==> src/rtl/afhd_pkg.sv <==
`timescale 1ns / 1ps

package afhd_pkg;

    // Frame layout
    localparam logic [16:0] HDR_BYTES = 17'd40;
    localparam logic [16:0] COUNT_MAX = 17'h1FFFF;
    localparam logic [15:0] MAX_PAYLOAD_RESET = 16'd4096;

    // Magic bytes at the head of every frame, in arrival order
    localparam logic [7:0] MAGIC [4] = '{8'h56, 8'h53, 8'h41, 8'h31};
    localparam logic [7:0] VERSION = 8'h01;

    // Result kinds
    localparam logic KIND_PAYLOAD = 1'b0;
    localparam logic KIND_REPORT  = 1'b1;

    // Report status codes
    localparam logic [1:0] STATUS_OK       = 2'd0;
    localparam logic [1:0] STATUS_BAD_HDR  = 2'd1;
    localparam logic [1:0] STATUS_BAD_SIZE = 2'd2;

    // Fixed-width header fields carried by a report
    typedef struct packed {
        logic [63:0] stream_id_low;
        logic [63:0] stream_id_high;
        logic [63:0] timestamp;
        logic [31:0] sequence_res;
        logic        direction;
    } afhd_hdr_t;

    // Per-result control and small fields
    typedef struct packed {
        logic       valid;
        logic       kind;
        logic [7:0] payload_byte;
        logic [1:0] status;
        logic       end_of_run;
    } afhd_res_t;

endpackage

==> src/rtl/afhd_frame_core.sv <==
`timescale 1ns / 1ps

module afhd_frame_core
    import afhd_pkg::*;
#(
    parameter int LENGTH_WIDTH = 16
)
(
    input  logic                    clk,
    input  logic                    rst_n,
    input  logic                    in_valid,
    input  logic [7:0]              in_byte,
    input  logic                    in_last,
    input  logic                    advance,
    input  logic [15:0]             max_payload,
    output logic                    consume,
    output afhd_res_t               res,
    output afhd_hdr_t               res_hdr,
    output logic [LENGTH_WIDTH-1:0] res_length
);

    localparam logic [32:0] LEN_LIMIT = (33'd1 << LENGTH_WIDTH) - 33'd1;

    logic [16:0] byte_count_reg, byte_count_next;
    logic        header_good_reg, header_good_next;
    logic [31:0] seq_reg, seq_next;
    logic [63:0] time_reg, time_next;
    logic [63:0] id_high_reg, id_high_next;
    logic [63:0] id_low_reg, id_low_next;
    logic [31:0] declared_reg, declared_next;
    logic        dir_reg, dir_next;
    logic        phase_reg, phase_next;

    logic [16:0] pos;
    logic [16:0] payload_pos;
    logic        forward;
    logic        split;
    logic        emit;
    logic [1:0]  status;

    assign pos = byte_count_reg;
    assign payload_pos = pos - HDR_BYTES;

    // Header checks and big-endian field capture for the byte at hand
    always_comb
    begin
        header_good_next = header_good_reg;
        seq_next         = seq_reg;
        time_next        = time_reg;
        id_high_next     = id_high_reg;
        id_low_next      = id_low_reg;
        declared_next    = declared_reg;
        dir_next         = dir_reg;
        if (pos < 17'd4)
        begin
            if (in_byte != MAGIC[pos[1:0]])
            begin
                header_good_next = 1'b0;
            end
        end
        else if (pos == 17'd4)
        begin
            if (in_byte != VERSION)
            begin
                header_good_next = 1'b0;
            end
        end
        else if (pos == 17'd5)
        begin
            if (in_byte > 8'd1)
            begin
                header_good_next = 1'b0;
            end
            dir_next = in_byte[0];
        end
        else if (pos < 17'd8)
        begin
            if (in_byte != 8'd0)
            begin
                header_good_next = 1'b0;
            end
        end
        else if (pos < 17'd12)
        begin
            seq_next = {seq_reg[23:0], in_byte};
        end
        else if (pos < 17'd20)
        begin
            time_next = {time_reg[55:0], in_byte};
        end
        else if (pos < 17'd28)
        begin
            id_high_next = {id_high_reg[55:0], in_byte};
        end
        else if (pos < 17'd36)
        begin
            id_low_next = {id_low_reg[55:0], in_byte};
        end
        else if (pos < HDR_BYTES)
        begin
            declared_next = {declared_reg[23:0], in_byte};
        end
    end

    // Saturating byte counter
    assign byte_count_next = (byte_count_reg != COUNT_MAX) ? byte_count_reg + 17'd1
                                                           : byte_count_reg;

    // A payload byte is forwarded while inside the declared length and the header is good
    assign forward = (pos >= HDR_BYTES) && header_good_reg
                     && ({15'd0, payload_pos} < declared_reg);

    // Status of the end-of-frame report, taken from the updated state
    always_comb
    begin
        if ((byte_count_next < HDR_BYTES) || !header_good_next)
        begin
            status = STATUS_BAD_HDR;
        end
        else if ((declared_next > {16'd0, max_payload})
                 || ({16'd0, byte_count_next} != ({1'b0, declared_next} + 33'd40)))
        begin
            status = STATUS_BAD_SIZE;
        end
        else
        begin
            status = STATUS_OK;
        end
    end

    // Result selection: a final payload byte gives its payload first, then its report
    assign split = forward && in_last && !phase_reg;

    always_comb
    begin
        res         = '0;
        res_hdr     = '0;
        res_length  = '0;
        res.valid   = in_valid && (phase_reg || forward || in_last);
        if (forward && !phase_reg)
        begin
            res.kind         = KIND_PAYLOAD;
            res.payload_byte = in_byte;
            res.end_of_run   = !in_last;
        end
        else
        begin
            res.kind                = KIND_REPORT;
            res.status              = status;
            res.end_of_run          = 1'b1;
            res_hdr.direction       = dir_next;
            res_hdr.sequence_res    = seq_next;
            res_hdr.timestamp       = time_next;
            res_hdr.stream_id_high  = id_high_next;
            res_hdr.stream_id_low   = id_low_next;
            if ({1'b0, declared_next} > LEN_LIMIT)
            begin
                res_length = LEN_LIMIT[LENGTH_WIDTH-1:0];
            end
            else
            begin
                res_length = declared_next[LENGTH_WIDTH-1:0];
            end
        end
    end

    // The item leaves once its last result is taken; items with no result leave at once
    assign emit    = res.valid && advance;
    assign consume = in_valid && (res.valid ? (advance && !split) : 1'b1);

    always_comb
    begin
        phase_next = phase_reg;
        if (consume)
        begin
            phase_next = 1'b0;
        end
        else if (emit && split)
        begin
            phase_next = 1'b1;
        end
    end

    // Frame state: updated on consume, cleared after the final byte
    always_ff @(posedge clk or negedge rst_n)
    begin
        if (!rst_n)
        begin
            byte_count_reg  <= '0;
            header_good_reg <= 1'b1;
            seq_reg         <= '0;
            time_reg        <= '0;
            id_high_reg     <= '0;
            id_low_reg      <= '0;
            declared_reg    <= '0;
            dir_reg         <= 1'b0;
            phase_reg       <= 1'b0;
        end
        else
        begin
            phase_reg <= phase_next;
            if (consume)
            begin
                if (in_last)
                begin
                    byte_count_reg  <= '0;
                    header_good_reg <= 1'b1;
                    seq_reg         <= '0;
                    time_reg        <= '0;
                    id_high_reg     <= '0;
                    id_low_reg      <= '0;
                    declared_reg    <= '0;
                    dir_reg         <= 1'b0;
                end
                else
                begin
                    byte_count_reg  <= byte_count_next;
                    header_good_reg <= header_good_next;
                    seq_reg         <= seq_next;
                    time_reg        <= time_next;
                    id_high_reg     <= id_high_next;
                    id_low_reg      <= id_low_next;
                    declared_reg    <= declared_next;
                    dir_reg         <= dir_next;
                end
            end
        end
    end

endmodule

==> src/rtl/audio_frame_header_deframer.sv <==
`timescale 1ns / 1ps
// Each accepted item is held in the input register, and its result is then registered in
// the result register that drives the master side; either register holds while stalled.
// Throughput: one item per cycle while the master side takes results; a final byte that
// is also a payload byte yields two results and holds the input register for the report.
// Reset (rst_n, asynchronous, active low) empties both registers, clears the frame
// state and sets max_payload_bytes to 4096.

module audio_frame_header_deframer
    import afhd_pkg::*;
#(
    parameter int LENGTH_WIDTH = 16
)
(
    input  logic                clk,
    input  logic                rst_n,
    // Configuration: max_payload_bytes
    input  logic                cfg_we,
    input  logic [15:0]         cfg_wdata,
    // Slave side
    input  logic                s_tvalid,
    output logic                s_tready,
    input  logic [7:0]          s_tdata,  // data_byte
    input  logic                s_tlast,  // frame_end
    // Master side
    output logic                m_tvalid,
    input  logic                m_tready,
    // payload_byte, direction, sequence_res, timestamp, stream_id_high,
    // stream_id_low, payload_length, status, zero fill
    output logic [((235 + LENGTH_WIDTH + 7) / 8) * 8 - 1:0] m_tdata,
    output logic                m_tuser,  // kind
    output logic                m_tlast   // end_of_run
);

    localparam int FIELD_BITS = 235 + LENGTH_WIDTH;

    logic [15:0]             max_reg;
    logic                    in_valid_reg, in_valid_next;
    logic [7:0]              in_byte_reg;
    logic                    in_last_reg;
    logic                    out_valid_reg, out_valid_next;
    logic [FIELD_BITS-1:0]   out_fields_reg;
    logic                    out_kind_reg;
    logic                    out_last_reg;
    logic                    advance;
    logic                    consume;
    logic                    accept;
    afhd_res_t               res;
    afhd_hdr_t               res_hdr;
    logic [LENGTH_WIDTH-1:0] res_length;

    // Configuration register
    always_ff @(posedge clk or negedge rst_n)
    begin
        if (!rst_n)
        begin
            max_reg <= MAX_PAYLOAD_RESET;
        end
        else if (cfg_we)
        begin
            max_reg <= cfg_wdata;
        end
    end

    // Input register: refills in the same cycle the held item leaves
    assign s_tready = !in_valid_reg || consume;
    assign accept   = s_tvalid && s_tready;
    assign in_valid_next = accept ? 1'b1 : (consume ? 1'b0 : in_valid_reg);

    always_ff @(posedge clk or negedge rst_n)
    begin
        if (!rst_n)
        begin
            in_valid_reg <= 1'b0;
        end
        else
        begin
            in_valid_reg <= in_valid_next;
        end
    end

    always_ff @(posedge clk)
    begin
        if (accept)
        begin
            in_byte_reg <= s_tdata;
            in_last_reg <= s_tlast;
        end
    end

    afhd_frame_core #(
        .LENGTH_WIDTH(LENGTH_WIDTH)
    ) u_core (
        .clk        (clk),
        .rst_n      (rst_n),
        .in_valid   (in_valid_reg),
        .in_byte    (in_byte_reg),
        .in_last    (in_last_reg),
        .advance    (advance),
        .max_payload(max_reg),
        .consume    (consume),
        .res        (res),
        .res_hdr    (res_hdr),
        .res_length (res_length)
    );

    // Result register
    assign advance = !out_valid_reg || m_tready;

    always_comb
    begin
        out_valid_next = out_valid_reg;
        if (advance)
        begin
            out_valid_next = res.valid;
        end
    end

    always_ff @(posedge clk or negedge rst_n)
    begin
        if (!rst_n)
        begin
            out_valid_reg <= 1'b0;
        end
        else
        begin
            out_valid_reg <= out_valid_next;
        end
    end

    always_ff @(posedge clk)
    begin
        if (advance && res.valid)
        begin
            out_fields_reg <= {res.status, res_length, res_hdr.stream_id_low,
                               res_hdr.stream_id_high, res_hdr.timestamp,
                               res_hdr.sequence_res, res_hdr.direction, res.payload_byte};
            out_kind_reg   <= res.kind;
            out_last_reg   <= res.end_of_run;
        end
    end

    // Master side outputs
    always_comb
    begin
        m_tdata = '0;
        m_tdata[FIELD_BITS-1:0] = out_fields_reg;
    end

    assign m_tvalid = out_valid_reg;
    assign m_tuser  = out_kind_reg;
    assign m_tlast  = out_last_reg;

endmodule

==> config.mk <==
export PLATFORM = sky130hd
export DESIGN_NAME = audio_frame_header_deframer
export DESIGN_NICKNAME = d
export VERILOG_FILES = /design/src/rtl/afhd_pkg.sv /design/src/rtl/afhd_frame_core.sv /design/src/rtl/audio_frame_header_deframer.sv
export SDC_FILE = /design/constraint.sdc
export NUM_CORES = 1
export LEC_CHECK = 0
export BUFFER_PORTS_ARGS = -buffer_cell sky130_fd_sc_hd__buf_2
export CAP_MARGIN = 20
export CELL_PAD_IN_SITES_DETAIL_PLACEMENT = 0
export CELL_PAD_IN_SITES_GLOBAL_PLACEMENT = 1
export CORE_MARGIN = 2
export CORE_UTILIZATION = 25
export DETAILED_ROUTE_END_ITERATION = 10
export PLACE_DENSITY_LB_ADDON = 0.1
export SYNTH_ARGS = -nofsm -noshare
export SYNTH_HDL_FRONTEND = slang
export SYNTH_SLANG_ARGS = --single-unit
export TNS_END_PERCENT = 10
==> constraint.sdc <==
create_clock -name clk -period 25 [get_ports clk]
set_clock_uncertainty 0.05 [all_clocks]
set_input_delay 5 -clock clk [delete_from_list [all_inputs] [get_ports clk]]
set_output_delay 5 -clock clk [all_outputs]
set_load 0.05 [all_outputs]
==> impl_metrics.py <==
metrics = {
    "run_status": {
        "outcome": "completed",
    },
    "drt": {
        "antenna_left": 0,
        "routed-via-count": 19200,
        "wire_per_inst_um": 21.7,
        "post-route-drc-count": 0,
        "finalWirelength_um": 86100,
        "drt_iter0_drc": 1657,
        "dr.pass1.iters": 8,
        "avgViaCountPerCell": 4.84,
    },
    "global_route": {
        "antenna_found_initial": 2,
        "grt_max_degree": 186,
        "grt_pass1_vias": 19000,
        "grt_pass1_wl_um": 128000,
        "grt_util_all_layers": 0.162,
        "grt_overflow_total": 0,
    },
    "final_layout": {
        "layout.nets": 2618,
        "diodes": 0,
        "drive_gt1_frac": 0.178,
        "stdcell_count": 3961,
        "layout_common_cells": "nand2_1, dfrtp_1, buf_2",
        "largest_reg_flops": 251,
        "area_delta_synth_final_pct": 19.9,
        "final_common_cell": "nand2_1",
    },
    "worst_setup_path": {
        "critPathTopFamily": "compound AO/OA/AOI/OAI gates",
        "crit_buf_inv": 2,
        "worstPathMaxFanout": 3,
        "cp_slowest_cell": "a22oi_1",
        "slowest_delay_ps": 310,
        "path_cells": "buf_2, nor2b_1, o311ai_0, a22oi_1, nand2_1, buf_2",
        "cpMostUsedCell": "buf_2",
        "critPathKind": "input pin to output port",
        "cp.required_ps": 19950,
        "start_kind": "input pin",
        "crit_arrival_ps": 6240,
        "cp-end-kind": "output port",
    },
    "place": {
        "port_buffers": 284,
        "dpl.hpwl_um": 53900,
        "place.gp.congestion": 0.828,
        "place_ws_ps": 13670,
        "placed_cells": 3830,
    },
    "pwr": {
        "swShare": 0.269,
        "ir_drop_v": 0.0000354,
        "p_total_mw": 2.20,
        "p_comb_frac": 0.088,
        "powerDensity_nw_per_um2": 72.4,
        "seqPwrFrac": 0.458,
        "p_clk_frac": 0.454,
        "power_switching_mw": 0.591,
        "p_leak_nw": 12.3,
        "internal_power_mw": 1.61,
    },
    "floorplanning": {
        "die_width_um": 322,
        "coreArea_sq_um": 100000,
        "die_area_sq_um": 104000,
        "io_pins": 290,
        "initial_utilization": 0.253,
        "rows": 116,
        "chipHeight_um": 322,
    },
    "clocking": {
        "cts_max_level": 3,
        "clk_path_buf_depth": 3,
        "hold_buffers": 0,
        "insertion_delay_ps": 630,
        "clock-sinks": 556,
        "cts_tree": "yes",
        "clockRootBuffer": "clkbuf_16",
        "cts_made_buffers": 70,
        "post_cts_buffers": 0,
        "clkSlewWorstSetupHoldPaths_ps": 50,
        "ctsResizeCount": 0,
    },
    "sta": {
        "tightestPinTransition_ps": 1080,
        "period_share": 0.452,
        "slew_violations": 0,
        "finalSetupTns_ps": 0,
        "setup_viol": 0,
        "fin_ws_ps": 13710,
        "fmax_ghz": 0.0885,
        "slew_headroom": 0.278,
        "hold_viol": 0,
        "fin_crit_ps": 11290,
        "rsz0062_at_grt": "false",
    },
    "job": {
        "drv_cap": 0,
    },
    "synth": {
        "synth_edf_count": 262,
        "synth_cells": 2334,
        "syn_area_sq_um": 25300,
        "ys_ff_latch": 556,
        "syn_area_per_cell_sq_um": 10.9,
        "ys_async_sr_fraction": 0.529,
        "yosys_most_used_dff": "dfrtp_1",
        "synth.distinct_cells": 90,
        "yosysSeqAreaShare": 0.601,
        "yosysWarnings": 0,
    },
    "hold_path": {
        "hold_path_class": "flip-flop to flip-flop",
    },
}
## Yosys cell counts (all sizes together), types with 5 or more instances
master	number	area, sq um
nand2	513	1930
dfrtp	292	7310
a21oi	285	1460
edfxtp	262	7870
a22o	226	1980
clkbuf	132	497
inv	58	218
nand3	55	280
buf	53	292
o21ai	44	220
nor2	43	164
ha	42	526
nor3	38	190
o31ai	33	267
xnor2	32	280
and3	19	119
nand4	18	113
a31oi	16	100
mux2i	14	140
nor4	14	109
and2	12	75.1
xor2	11	96.3
a21o	8	61.3
o22ai	8	68.8
a211oi	7	52.6
a21boi	7	56.3
nand2b	7	43.8
or3	7	48.8
nor2b	6	37.5
o211ai	6	50.1
nor3b	5	48.8
## layer usage
metal  track usage  up-vias  share of wire  wire length [um]
li1              -     8889              -                 -
met1         0.221     9667           0.45             39100
met2         0.263      489           0.48             41100
met3        0.0252      118          0.042              3600
met4        0.0545        0          0.026              2230
met5             0        -              0                 0
## per-stage QoR
| stage | util | hold WS [ps] | instance area, sq um |
|---|---|---|---|
| 6_report | 0.303 | 443 | 30400 |
| 4_1_cts | 0.303 | 444 | 30400 |
| 5_1_grt | 0.303 | 459 | 30400 |
| 3_3_place_gp | 0.280 | 423 | 28100 |
| 3_5_place_dp | 0.280 | 428 | 28100 |
| 2_1_floorplan | - | 406 | 25300 |
## cells by family after synthesis
| logic type | share of synthesized area |
|---|---|
| other cells | 0.000148 |
| compound gates | 0.184 |
| xor+xnor | 0.0175 |
| fa+ha+maj | 0.0207 |
| flops | 0.601 |
| simple gates | 0.129 |
| mux | 0.00731 |
| buf+inv | 0.0397 |
## power groups by stage
stage	Clock [mW]	Combinational (mW)	Sequential (mW)
after floorplan	0	0.0702	1.08
after global placement	0	0.198	1.02
after detailed placement	0	0.199	1.02
after CTS	1.04	0.199	1.01
after global routing	1.07	0.209	1.01
final	0.998	0.194	1.01
## final cells by class
type | count | area (sq um)
timing repair buffer | 321 | 1740
clock buffer | 99 | 1970
clock inverter | 31 | 279
fill | 10300 | 69900
tap | 1357 | 1700
sequential | 556 | 15200
inverter | 58 | 218
multi-input combinational | 1539 | 9240
## final timing paths
kind	slack [ps]	depth (start not counted)	from	end
worst min-delay path	440	1	u_core.time_reg[62]$_DFFE_PN0P_	u_core.time_reg[62]$_DFFE_PN0P_
max in group asynchronous	19030	2	rst_n	u_core.time_reg[25]$_DFFE_PN0P_
worst max register to register	19170	17	u_core.byte_count_reg[4]$_DFFE_PN0P_	out_fields_reg[250]$_SDFFCE_PP0P_
worst min register to register	440	1	u_core.time_reg[62]$_DFFE_PN0P_	u_core.time_reg[62]$_DFFE_PN0P_
min in group asynchronous	4370	1	rst_n	max_reg[4]$_DFFE_PN0P_
worst max-delay path	13710	6	m_tready	s_tready
(Power assumes the default switching activity.)
